[config.mk]
export PLATFORM = sky130hd
export DESIGN_NAME = tax_id_mod11_check_digit_validator_core
export DESIGN_NICKNAME = d
export VERILOG_FILES = /design/src/hw/rtl/taxid_pkg.sv /design/src/hw/rtl/taxid_accum.sv /design/src/hw/rtl/tax_id_mod11_check_digit_validator_core.sv
export SDC_FILE = /design/constraint.sdc
export NUM_CORES = 1
export LEC_CHECK = 0
export ABC_AREA = 1
export BUFFER_PORTS_ARGS = -buffer_cell sky130_fd_sc_hd__buf_2
export CAP_MARGIN = 15
export CORE_MARGIN = 2
export CORE_UTILIZATION = 45
export DETAILED_ROUTE_END_ITERATION = 12
export PLACE_DENSITY = 0.61
export RECOVER_POWER = 25
export SYNTH_ARGS = -nofsm -noshare
export SYNTH_HDL_FRONTEND = slang
export SYNTH_SLANG_ARGS = --single-unit
[constraint.sdc]
create_clock -name clk -period 20.7 [get_ports clk]
set_clock_uncertainty 0.15 [all_clocks]
set_input_delay 3.105 -clock clk [delete_from_list [all_inputs] [get_ports clk]]
set_output_delay 3.105 -clock clk [all_outputs]
set_load 0.03 [all_outputs]
[src/hw/rtl/taxid_pkg.sv]
// Shared types, constants and a helper function for the tax id check-digit validator.
// No dependencies.

package taxid_pkg;

    localparam int unsigned CountW = 4;
    localparam int unsigned SumW   = 10;
    localparam int unsigned DigitW = 4;

    localparam logic [CountW-1:0] CPF_LEN   = 4'd11;
    localparam logic [CountW-1:0] CNPJ_LEN  = 4'd14;
    localparam logic [CountW-1:0] COUNT_MAX = 4'd15;

    localparam logic [7:0] CHAR_ZERO = 8'h30;
    localparam logic [7:0] CHAR_NINE = 8'h39;

    localparam logic [3:0] CNPJ_W1 [12] = '{4'd5, 4'd4, 4'd3, 4'd2, 4'd9, 4'd8,
                                            4'd7, 4'd6, 4'd5, 4'd4, 4'd3, 4'd2};
    localparam logic [3:0] CNPJ_W2 [13] = '{4'd6, 4'd5, 4'd4, 4'd3, 4'd2, 4'd9, 4'd8,
                                            4'd7, 4'd6, 4'd5, 4'd4, 4'd3, 4'd2};

    typedef enum logic [2:0] {
        VERDICT_OK         = 3'd0,
        VERDICT_BAD_LENGTH = 3'd1,
        VERDICT_ALL_EQUAL  = 3'd2,
        VERDICT_BAD_FIRST  = 3'd3,
        VERDICT_BAD_SECOND = 3'd4
    } verdict_t;

    typedef enum logic {
        KIND_CPF  = 1'b0,
        KIND_CNPJ = 1'b1
    } id_kind_t;

    // final accumulator state of one string
    typedef struct packed {
        logic [CountW-1:0] digit_count;
        logic [SumW-1:0]   first_sum;
        logic [SumW-1:0]   second_sum;
        logic              all_equal;
        logic [DigitW-1:0] first_check_seen;
        logic [DigitW-1:0] second_check_seen;
    } snapshot_t;

    // mod-11 check digit of a 10-bit sum; quotient by reciprocal, one correction
    function automatic logic [DigitW-1:0] check_of(input logic [SumW-1:0] sum);
        logic [16:0] prod;
        logic [6:0]  quot;
        logic [10:0] rem;
        begin
            prod = 17'(sum) * 17'd93;
            quot = prod[16:10];
            rem  = 11'(sum) - 11'(quot) * 11'd11;
            if (rem >= 11'd11)
            begin
                rem = rem - 11'd11;
            end
            if (rem < 11'd2)
            begin
                check_of = '0;
            end
            else
            begin
                check_of = 4'(11'd11 - rem);
            end
        end
    endfunction

endpackage

[src/hw/rtl/taxid_accum.sv]
// Per-digit accumulator: digit count, equality tracking, weighted sums, check digits.
// Depends on taxid_pkg.

module taxid_accum
    import taxid_pkg::*;
(
    input  logic      clk,
    input  logic      rst_n,
    input  logic      en,
    input  logic      beat_valid,
    input  logic [7:0] char_code,
    input  logic      is_last,
    input  logic      id_kind,
    output logic      snap_valid,
    output snapshot_t snap
);

    logic [CountW-1:0] digit_count_reg, digit_count_next;
    logic [SumW-1:0]   first_sum_reg, first_sum_next;
    logic [SumW-1:0]   second_sum_reg, second_sum_next;
    logic [DigitW-1:0] leading_digit_reg, leading_digit_next;
    logic              all_equal_reg, all_equal_next;
    logic [DigitW-1:0] first_seen_reg, first_seen_next;
    logic [DigitW-1:0] second_seen_reg, second_seen_next;
    logic              snap_valid_reg;
    snapshot_t         snap_reg;

    logic              is_digit;
    logic [DigitW-1:0] digit;
    logic [3:0]        w1;
    logic [3:0]        w2;
    logic [7:0]        p1;
    logic [7:0]        p2;
    logic [CountW-1:0] k;

    always_comb
    begin
        is_digit = char_code inside {[CHAR_ZERO:CHAR_NINE]};
        digit    = DigitW'(char_code - CHAR_ZERO);
        k        = digit_count_reg;
        w1       = '0;
        w2       = '0;

        digit_count_next   = digit_count_reg;
        first_sum_next     = first_sum_reg;
        second_sum_next    = second_sum_reg;
        leading_digit_next = leading_digit_reg;
        all_equal_next     = all_equal_reg;
        first_seen_next    = first_seen_reg;
        second_seen_next   = second_seen_reg;

        if (id_kind == KIND_CPF)
        begin
            if (k < 4'd9)
            begin
                w1 = 4'd10 - k;
            end
            if (k < 4'd10)
            begin
                w2 = 4'd11 - k;
            end
        end
        else
        begin
            if (k < 4'd12)
            begin
                w1 = CNPJ_W1[k];
            end
            if (k < 4'd13)
            begin
                w2 = CNPJ_W2[k];
            end
        end

        p1 = {4'b0, w1} * {4'b0, digit};
        p2 = {4'b0, w2} * {4'b0, digit};

        if (is_digit)
        begin
            if (k == '0)
            begin
                leading_digit_next = digit;
            end
            else if (digit != leading_digit_reg)
            begin
                all_equal_next = 1'b0;
            end
            if (id_kind == KIND_CPF)
            begin
                if (k == 4'd9)
                begin
                    first_seen_next = digit;
                end
                if (k == 4'd10)
                begin
                    second_seen_next = digit;
                end
            end
            else
            begin
                if (k == 4'd12)
                begin
                    first_seen_next = digit;
                end
                if (k == 4'd13)
                begin
                    second_seen_next = digit;
                end
            end
            first_sum_next  = first_sum_reg + SumW'(p1);
            second_sum_next = second_sum_reg + SumW'(p2);
            if (digit_count_reg < COUNT_MAX)
            begin
                digit_count_next = digit_count_reg + 4'd1;
            end
        end
    end

    always_ff @(posedge clk or negedge rst_n)
    begin
        if (!rst_n)
        begin
            digit_count_reg   <= '0;
            first_sum_reg     <= '0;
            second_sum_reg    <= '0;
            leading_digit_reg <= '0;
            all_equal_reg     <= 1'b1;
            first_seen_reg    <= '0;
            second_seen_reg   <= '0;
            snap_valid_reg    <= 1'b0;
        end
        else if (en)
        begin
            snap_valid_reg <= beat_valid && is_last;
            if (beat_valid)
            begin
                if (is_last)
                begin
                    digit_count_reg   <= '0;
                    first_sum_reg     <= '0;
                    second_sum_reg    <= '0;
                    leading_digit_reg <= '0;
                    all_equal_reg     <= 1'b1;
                    first_seen_reg    <= '0;
                    second_seen_reg   <= '0;
                end
                else
                begin
                    digit_count_reg   <= digit_count_next;
                    first_sum_reg     <= first_sum_next;
                    second_sum_reg    <= second_sum_next;
                    leading_digit_reg <= leading_digit_next;
                    all_equal_reg     <= all_equal_next;
                    first_seen_reg    <= first_seen_next;
                    second_seen_reg   <= second_seen_next;
                end
            end
        end
    end

    always_ff @(posedge clk)
    begin
        if (en && beat_valid && is_last)
        begin
            snap_reg.digit_count       <= digit_count_next;
            snap_reg.first_sum         <= first_sum_next;
            snap_reg.second_sum        <= second_sum_next;
            snap_reg.all_equal         <= all_equal_next;
            snap_reg.first_check_seen  <= first_seen_next;
            snap_reg.second_check_seen <= second_seen_next;
        end
    end

    assign snap_valid = snap_valid_reg;
    assign snap       = snap_reg;

endmodule

[src/hw/rtl/tax_id_mod11_check_digit_validator_core.sv]
// A tlast beat passes the input, snapshot and output registers to m_tvalid.
// Throughput: one input beat per cycle; the pipeline stalls only while a verdict waits.
// Reset (rst_n low, async): pipeline empty, accumulators cleared, id_kind = 0 (CPF).
// A verdict clears the accumulators but keeps id_kind.
// Top level of the mod-11 tax id validator; depends on taxid_pkg and taxid_accum.

module tax_id_mod11_check_digit_validator_core
    import taxid_pkg::*;
(
    input  logic       clk,
    input  logic       rst_n,
    input  logic       cfg_wr_en,
    input  logic       cfg_wr_data,   // id_kind
    input  logic       s_tvalid,
    output logic       s_tready,
    input  logic [7:0] s_tdata,       // [7:0] char_code
    input  logic       s_tlast,       // is_last
    output logic       m_tvalid,
    input  logic       m_tready,
    output logic [7:0] m_tdata        // [0] is_valid, [3:1] verdict_code, [7:4] zero
);

    logic       id_kind_reg;
    logic       in_valid_reg;
    logic [7:0] char_reg;
    logic       last_reg;
    logic       out_valid_reg;
    logic       out_ok_reg;
    verdict_t   out_code_reg;
    verdict_t   code_next;
    logic       en;
    logic       snap_valid;
    snapshot_t  snap;
    logic [CountW-1:0] want_len;

    assign en = !out_valid_reg || m_tready;

    always_ff @(posedge clk or negedge rst_n)
    begin
        if (!rst_n)
        begin
            id_kind_reg <= KIND_CPF;
        end
        else if (cfg_wr_en)
        begin
            id_kind_reg <= cfg_wr_data;
        end
    end

    always_ff @(posedge clk or negedge rst_n)
    begin
        if (!rst_n)
        begin
            in_valid_reg  <= 1'b0;
            out_valid_reg <= 1'b0;
        end
        else if (en)
        begin
            in_valid_reg  <= s_tvalid;
            out_valid_reg <= snap_valid;
        end
    end

    always_ff @(posedge clk)
    begin
        if (en)
        begin
            char_reg     <= s_tdata;
            last_reg     <= s_tlast;
            out_ok_reg   <= (code_next == VERDICT_OK);
            out_code_reg <= code_next;
        end
    end

    taxid_accum u_accum (
        .clk        (clk),
        .rst_n      (rst_n),
        .en         (en),
        .beat_valid (in_valid_reg),
        .char_code  (char_reg),
        .is_last    (last_reg),
        .id_kind    (id_kind_reg),
        .snap_valid (snap_valid),
        .snap       (snap)
    );

    always_comb
    begin
        want_len = (id_kind_reg == KIND_CNPJ) ? CNPJ_LEN : CPF_LEN;
        if (snap.digit_count != want_len)
        begin
            code_next = VERDICT_BAD_LENGTH;
        end
        else if (snap.all_equal)
        begin
            code_next = VERDICT_ALL_EQUAL;
        end
        else if (check_of(snap.first_sum) != snap.first_check_seen)
        begin
            code_next = VERDICT_BAD_FIRST;
        end
        else if (check_of(snap.second_sum) != snap.second_check_seen)
        begin
            code_next = VERDICT_BAD_SECOND;
        end
        else
        begin
            code_next = VERDICT_OK;
        end
    end

    assign s_tready = en;
    assign m_tvalid = out_valid_reg;
    assign m_tdata  = {4'b0, out_code_reg, out_ok_reg};

endmodule
# --- Word-level counts from Yosys, hierarchy flattened ---
# Memory sizes are Yosys's and may differ from the RTL's.
# Cells that the tools add are included.
totals:
  n_memories: 2
  word_cells: 127
  rom_bits: 128
  reg_bits: 87
  out_inout_bits: 10
mem_list:
  columns: ["memory", "words", "width", "rd", "rd_ports_with_merged_regs", "write_ports", "line_no", "rtl"]
  rows:
  - ["(no name shown)", 16, 4, 1, 0, 0, "taxid_accum.sv:71", "w2 = CNPJ_W2[k];"]
  - ["(no name shown)", 16, 4, 1, 0, 0, "taxid_accum.sv:67", "w1 = CNPJ_W1[k];"]
op_classes:
  n_bitwise: 1
  mul: 6
  n_reduce_logical: 12
  n_mux: 53
  eq_ne: 8
  add_sub_neg: 12
  n_lt_le_gt_ge: 12
ops:
  columns: ["operator", "count"]
  rows:
  - ["4-bit two-way mux", 33]
  - ["11-bit two-way mux", 7]
  - ["10-bit two-way mux", 4]
  - ["10-bit by 7-bit multiplier with 17-bit output (second input constant)", 2]
  - ["11-bit by 4-bit >= comparator with 1-bit output (second input constant)", 2]
  - ["11-bit by 2-bit less-than comparator with 1-bit output (second input constant)", 2]
  - ["7-bit by 4-bit multiplier with 11-bit output (second input constant)", 2]
  - ["10-bit by 11-bit subtractor with 11-bit output", 2]
  - ["11-bit by 4-bit subtractor with 11-bit output (second input constant)", 2]
  - ["10-bit by 8-bit adder with 10-bit output", 2]
  - ["4-bit less-than comparator (second input constant)", 5]
  - ["4-bit == test (second input constant)", 4]
  - ["4-bit by 4-bit multiplier with 8-bit output", 2]
  - ["4-bit inequality test", 4]
  - ["4-bit subtractor (first input constant)", 4]
  - ["3-bit two-way mux", 5]
  - ["8-bit by 6-bit >= comparator with 1-bit output (second input constant)", 1]
  - ["8-bit by 6-bit <= comparator with 1-bit output (second input constant)", 1]
  - ["5-bit >= comparator (second input constant)", 1]
  - ["4-bit inverter with 5-bit output", 1]
  - ["4-bit by 1-bit adder with 4-bit output (second input constant)", 1]
  - ["1-bit logical AND", 4]
  - ["4-bit logical NOT", 1]
  - ["1-bit two-way mux", 4]
  - ["other kinds (7)", 8]

# --- Logic depth before layout (Yosys ltp) ---
logic_depth:
  ltp_word: 26
  depth_mapped: 49
  depth_no_buf: 48

# --- Hierarchy ---
# A second synthesis with hierarchy kept.
hier_totals:
  hier_cells: 1466
  hier_area_um2: 11682.5
modules_own_cells:
  columns: ["module", "cells_per_inst", "instances", "area_each_um2"]
  rows:
  - ["tax_id_mod11_check_digit_validator_core", 862, 1, 6593.8]
  - ["taxid_accum", 604, 1, 5088.6]

# --- Worst setup path before layout ---
# Ideal clock, no wire load.
synth_timing:
  path_kind: "reg2reg"
  startpoint: "register u_accum.snap_reg (netlist bit u_accum.snap[11])"
  endpoint: "register out_code_reg[2], data pin"
  required_ps: 20297
  setup_ps: 253
  n_path_buf: 1
  path_stages_with_launch: 45
  path_slack_ps: 12797
  arrival_time_ps: 7500
  path_cell_list: "edfxtp_1 ha_1 fa_1 fa_1 inv_1 fa_1 inv_1 ha_1 a21oi_1 o21ai_0 nand3_1 nand2_1 a21o_1 a21o_1 nand2_1 nand2_1 or2_2 nand2_1 [... 9 more ...] nor2_1 nor2_1 nand2_1 nand2_1 nand2_1 nor2_1 nand3_1 nand3_2 buf_6 nand2_1 o21ai_1 nand2_1 inv_1 nand3_2 nand3b_1 nand3_1 nor2_1 nor2_1"
synth_via:
  elab_chain_cells: 18
  elab_cells_between_ends: 20
  classes_between: "add/sub: 3; mul: 2; order compare: 2; eq/ne: 1; mux: 12"
synth_rtl:
  columns: ["element", "line_no", "rtl"]
  rows:
  - ["start, declared", "taxid_accum.sv:26", "snapshot_t snap_reg;"]
  - ["10-bit by 7-bit multiplier with 17-bit output", "taxid_pkg.sv:51", "prod = 17'(sum) * 17'd93;"]
  - ["7-bit by 4-bit multiplier with 11-bit output", "taxid_pkg.sv:53", "rem = 11'(sum) - 11'(quot) * 11'd11;"]
  - ["10-bit by 11-bit subtractor with 11-bit output (*)", "taxid_pkg.sv:53", null]
  - ["11-bit by 4-bit subtractor with 11-bit output or 11-bit by 4-bit >= comparator with 1-bit output (tied branches)", "taxid_pkg.sv:56, taxid_pkg.sv:54", null]
  - ["11-bit two-way mux (*)", "taxid_pkg.sv:54", "if (rem >= 11'd11)"]
  - ["11-bit two-way mux (*)", "tax_id_mod11_check_digit_validator_core.sv:98", "else if (check_of(snap.first_sum) != snap.first_check_seen)"]
  - ["11-bit two-way mux (*)", "tax_id_mod11_check_digit_validator_core.sv:94", "else if (snap.all_equal)"]
  - ["11-bit two-way mux (*)", "tax_id_mod11_check_digit_validator_core.sv:90", "if (snap.digit_count != want_len)"]
  - ["[... 3 more ...]", null, null]
  - ["4-bit two-way mux (*)", "tax_id_mod11_check_digit_validator_core.sv:94", null]
  - ["4-bit two-way mux (*)", "tax_id_mod11_check_digit_validator_core.sv:90", null]
  - ["4-bit inequality test (*)", "tax_id_mod11_check_digit_validator_core.sv:102", "else if (check_of(snap.second_sum) != snap.second_check_seen)"]
  - ["3-bit two-way mux (*)", "tax_id_mod11_check_digit_validator_core.sv:102", null]
  - ["3-bit two-way mux (*)", "tax_id_mod11_check_digit_validator_core.sv:98", null]
  - ["3-bit two-way mux (*)", "tax_id_mod11_check_digit_validator_core.sv:94", null]
  - ["3-bit two-way mux (*)", "tax_id_mod11_check_digit_validator_core.sv:90", null]
  - ["net code_next[2]", "tax_id_mod11_check_digit_validator_core.sv:30", "verdict_t code_next;"]
  - ["end signal, assigned", "tax_id_mod11_check_digit_validator_core.sv:71", "out_code_reg <= code_next;"]
  - ["end, declared", "tax_id_mod11_check_digit_validator_core.sv:29", "verdict_t out_code_reg;"]
# Mark *: on every way through the listed nets, which the timed path passes. The rest lies on a longest branch. The select of a mux whose other input is x is not followed.
# A chain may end at the register's enable or synchronous reset.

# --- Worst setup path in the final report ---
# Ends and elaborated chain as after synthesis.

==> qor.txt <==
YS warnings -> 0
final setup vio count -> 0
Non-Filler Instances -> 1719
CP Capture Type -> flop
Vert. Die Dim -> 160 µm
initial antenna violation count -> 0
Clock Latency Late Sink -> 0.35 ns
fin. max-slew vios -> 42
Syn Inst Count -> 1371
Rel. slew slack -> -0.589
hold-fix buffers at CTS -> 0
First DRT Iteration DRCs -> 428
DR DRC count -> 0
DRT antenna net count -> 0
root buf cell -> clkbuf_16
max reg flops -> 33
core outline area -> 24100 µm²
Final #Nets -> 1668
wire per inst -> 12.2 µm
Worst EP arrival -> 8.43 ns
slowest stage cell, crit path -> edfxtp_1
routed vias/inst -> 4.82
die area -> 25600 µm²
half-perimeter wire length after placement -> 17000 µm
RSZ-0062 raised after global routing -> no
peak per-stage delay on the critical path -> 0.55 ns
Port Buffers -> 20
gp weighted congestion -> 0.826
HP Class -> flop to flop
mean post-synth cell area -> 8.00 µm²
crit share post-route -> 0.409
DR vias -> 8279
post-layout min period -> 8.48 ns
CP required -> 20.65 ns
placed cells -> 1703
total CTS buffers -> 9
sequential-to-total area share from yosys stat -> 0.219
diode count -> 0
Worst Tran Pin Value -> 2.38 ns
share of cells above drive strength 1 -> 0.0509
total gr overflow -> 0
first-pass GRT wire length -> 37600 µm
post-synthesis register bit count -> 87
Initial DRT Pass Iterations -> 5
TritonCTS clock tree -> yes
TNS Setup -> 0 ns
most common cell after layout, fill and taps aside -> inv_1
post-synthesis cell area -> 11000 µm²
clock tree buffer depth -> 2
I/O pin cnt -> 25
Layout fillers -> 2406
status -> complete, but fails checks
routed wire length -> 21000 µm
fmax -> 118 MHz
H-tree levels -> 3
largest net degree at the start of global routing -> 42
CTS resizes -> 0
vias in the first global route -> 8201
final hold violation count -> 0
Post-CTS Setup Repair Bufs -> 0
Max Cap Violations -> 1
Setup crit start kind -> flop
Die X -> 160 µm
Area growth syn-to-layout -> 6.63%
most frequent cells in the layout -> 326 x inv_1, 286 x nand2_1, 183 x ha_1
row count -> 57
Tot GR Track Use -> 0.175
Initial Util -> 0.455
post-synth cell types -> 46
Reg clk slew, reported paths -> 0.07 ns
failing checks -> capacitance limit, slew limit
total clock sinks -> 87
crit-path max FO -> 11
WS Path Type -> flop to flop
Yosys cell counts (all sizes together):
cell / n / share of area
a31oi: 3 / 0.0017
conb: 1 / 0.00034
buf: 6 / 0.0044
nand2: 294 / 0.10
o22ai: 11 / 0.0063
o21bai: 5 / 0.0034
a21o: 9 / 0.0062
ha: 183 / 0.21
o211ai: 5 / 0.0034
xor2: 32 / 0.026
a22oi: 1 / 0.00068
a211oi: 4 / 0.0027
o21a: 2 / 0.0014
o21ai: 71 / 0.033
o221ai: 1 / 0.00080
fa: 80 / 0.15
nor3: 4 / 0.0029
and2: 1 / 0.00057
or2: 6 / 0.0034
clkbuf: 13 / 0.0044
a21boi: 1 / 0.00068
nor2: 92 / 0.034
inv: 328 / 0.11
nand3: 57 / 0.030
a22o: 5 / 0.0040
nand3b: 5 / 0.0034
clkinv: 1 / 0.00034
nand4: 16 / 0.0091
xnor2: 18 / 0.014
a32oi: 1 / 0.00080
dfrtp: 40 / 0.091
edfxtp: 46 / 0.13
a21oi: 28 / 0.013
dfstp: 1 / 0.0024
cells by family after synthesis:
family | after synthesis | synth area share
AO/OA/AOI/OAI | 147 | 0.0779
XOR/XNOR | 50 | 0.0399
adder cells (fa/ha/maj) | 263 | 0.355
buffers and inverters | 348 | 0.121
flip-flops | 87 | 0.219
other | 1 | 0.000342
AND/OR/NAND/NOR | 475 | 0.186
layout make-up:
cell class,instances,area [µm²],share of cell area
Inverter,329,1230,0.106
Multi-Input combinational cell,939,7250,0.620
Clock inverter,6,53.8,0.00460
Clock buffer,10,229,0.0196
Sequential cell,87,2410,0.206
Timing Repair Buffer,24,118,0.0101
Tap cell,324,405,0.0346
worst paths after layout:
path,slack (ns),depth (start not counted),endpoint,from
max,12.22,41,out_code_reg[2],u_accum.snap[11]
min,0.30,2,m_tvalid,u_accum.snap_valid
max reg2reg,12.22,41,out_code_reg[2],u_accum.snap[11]
min reg2reg,0.30,2,m_tvalid,u_accum.snap_valid
max in group asynchronous,15.71,1,u_accum.first_seen_reg[2],rst_n
min in group asynchronous,3.33,1,u_accum.leading_digit_reg[3],rst_n
routing by layer:
layer | track usage | share of wire | wire length [µm] | vias up
li1 | - | - | - | 4336
met1 | 0.245 | 0.51 | 10700 | 3846
met2 | 0.298 | 0.46 | 9660 | 86
met3 | 0.0122 | 0.019 | 403 | 11
met4 | 0.0422 | 0.0091 | 191 | 0
met5 | 0 | 0 | 0 | -
worst max-delay path, delay by kind of cell, from the launching register on:
kind                       cells  cell delay, ns
and+or+nand+nor               19            2.19
AOI/OAI and AO/OA              6            1.14
adders and majority gates      9            3.83
DFF                            1            0.55
buffers and inverters          7            0.36
stage by stage:
stage               worst slack, ns   util  cell area [µm²]  hold slack (ns)
floorplan                     12.80      -            11000            0.273
global placement              12.37  0.474            11400            0.282
detailed placement            12.19  0.474            11400            0.281
CTS                           12.18  0.486            11700            0.297
global route                  11.42  0.485            11700            0.322
finish                        12.22  0.485            11700            0.297
Power is left out: the tool's default activity adds up to more than one toggle a clock period on the data nets, which glitch-free logic cannot reach.
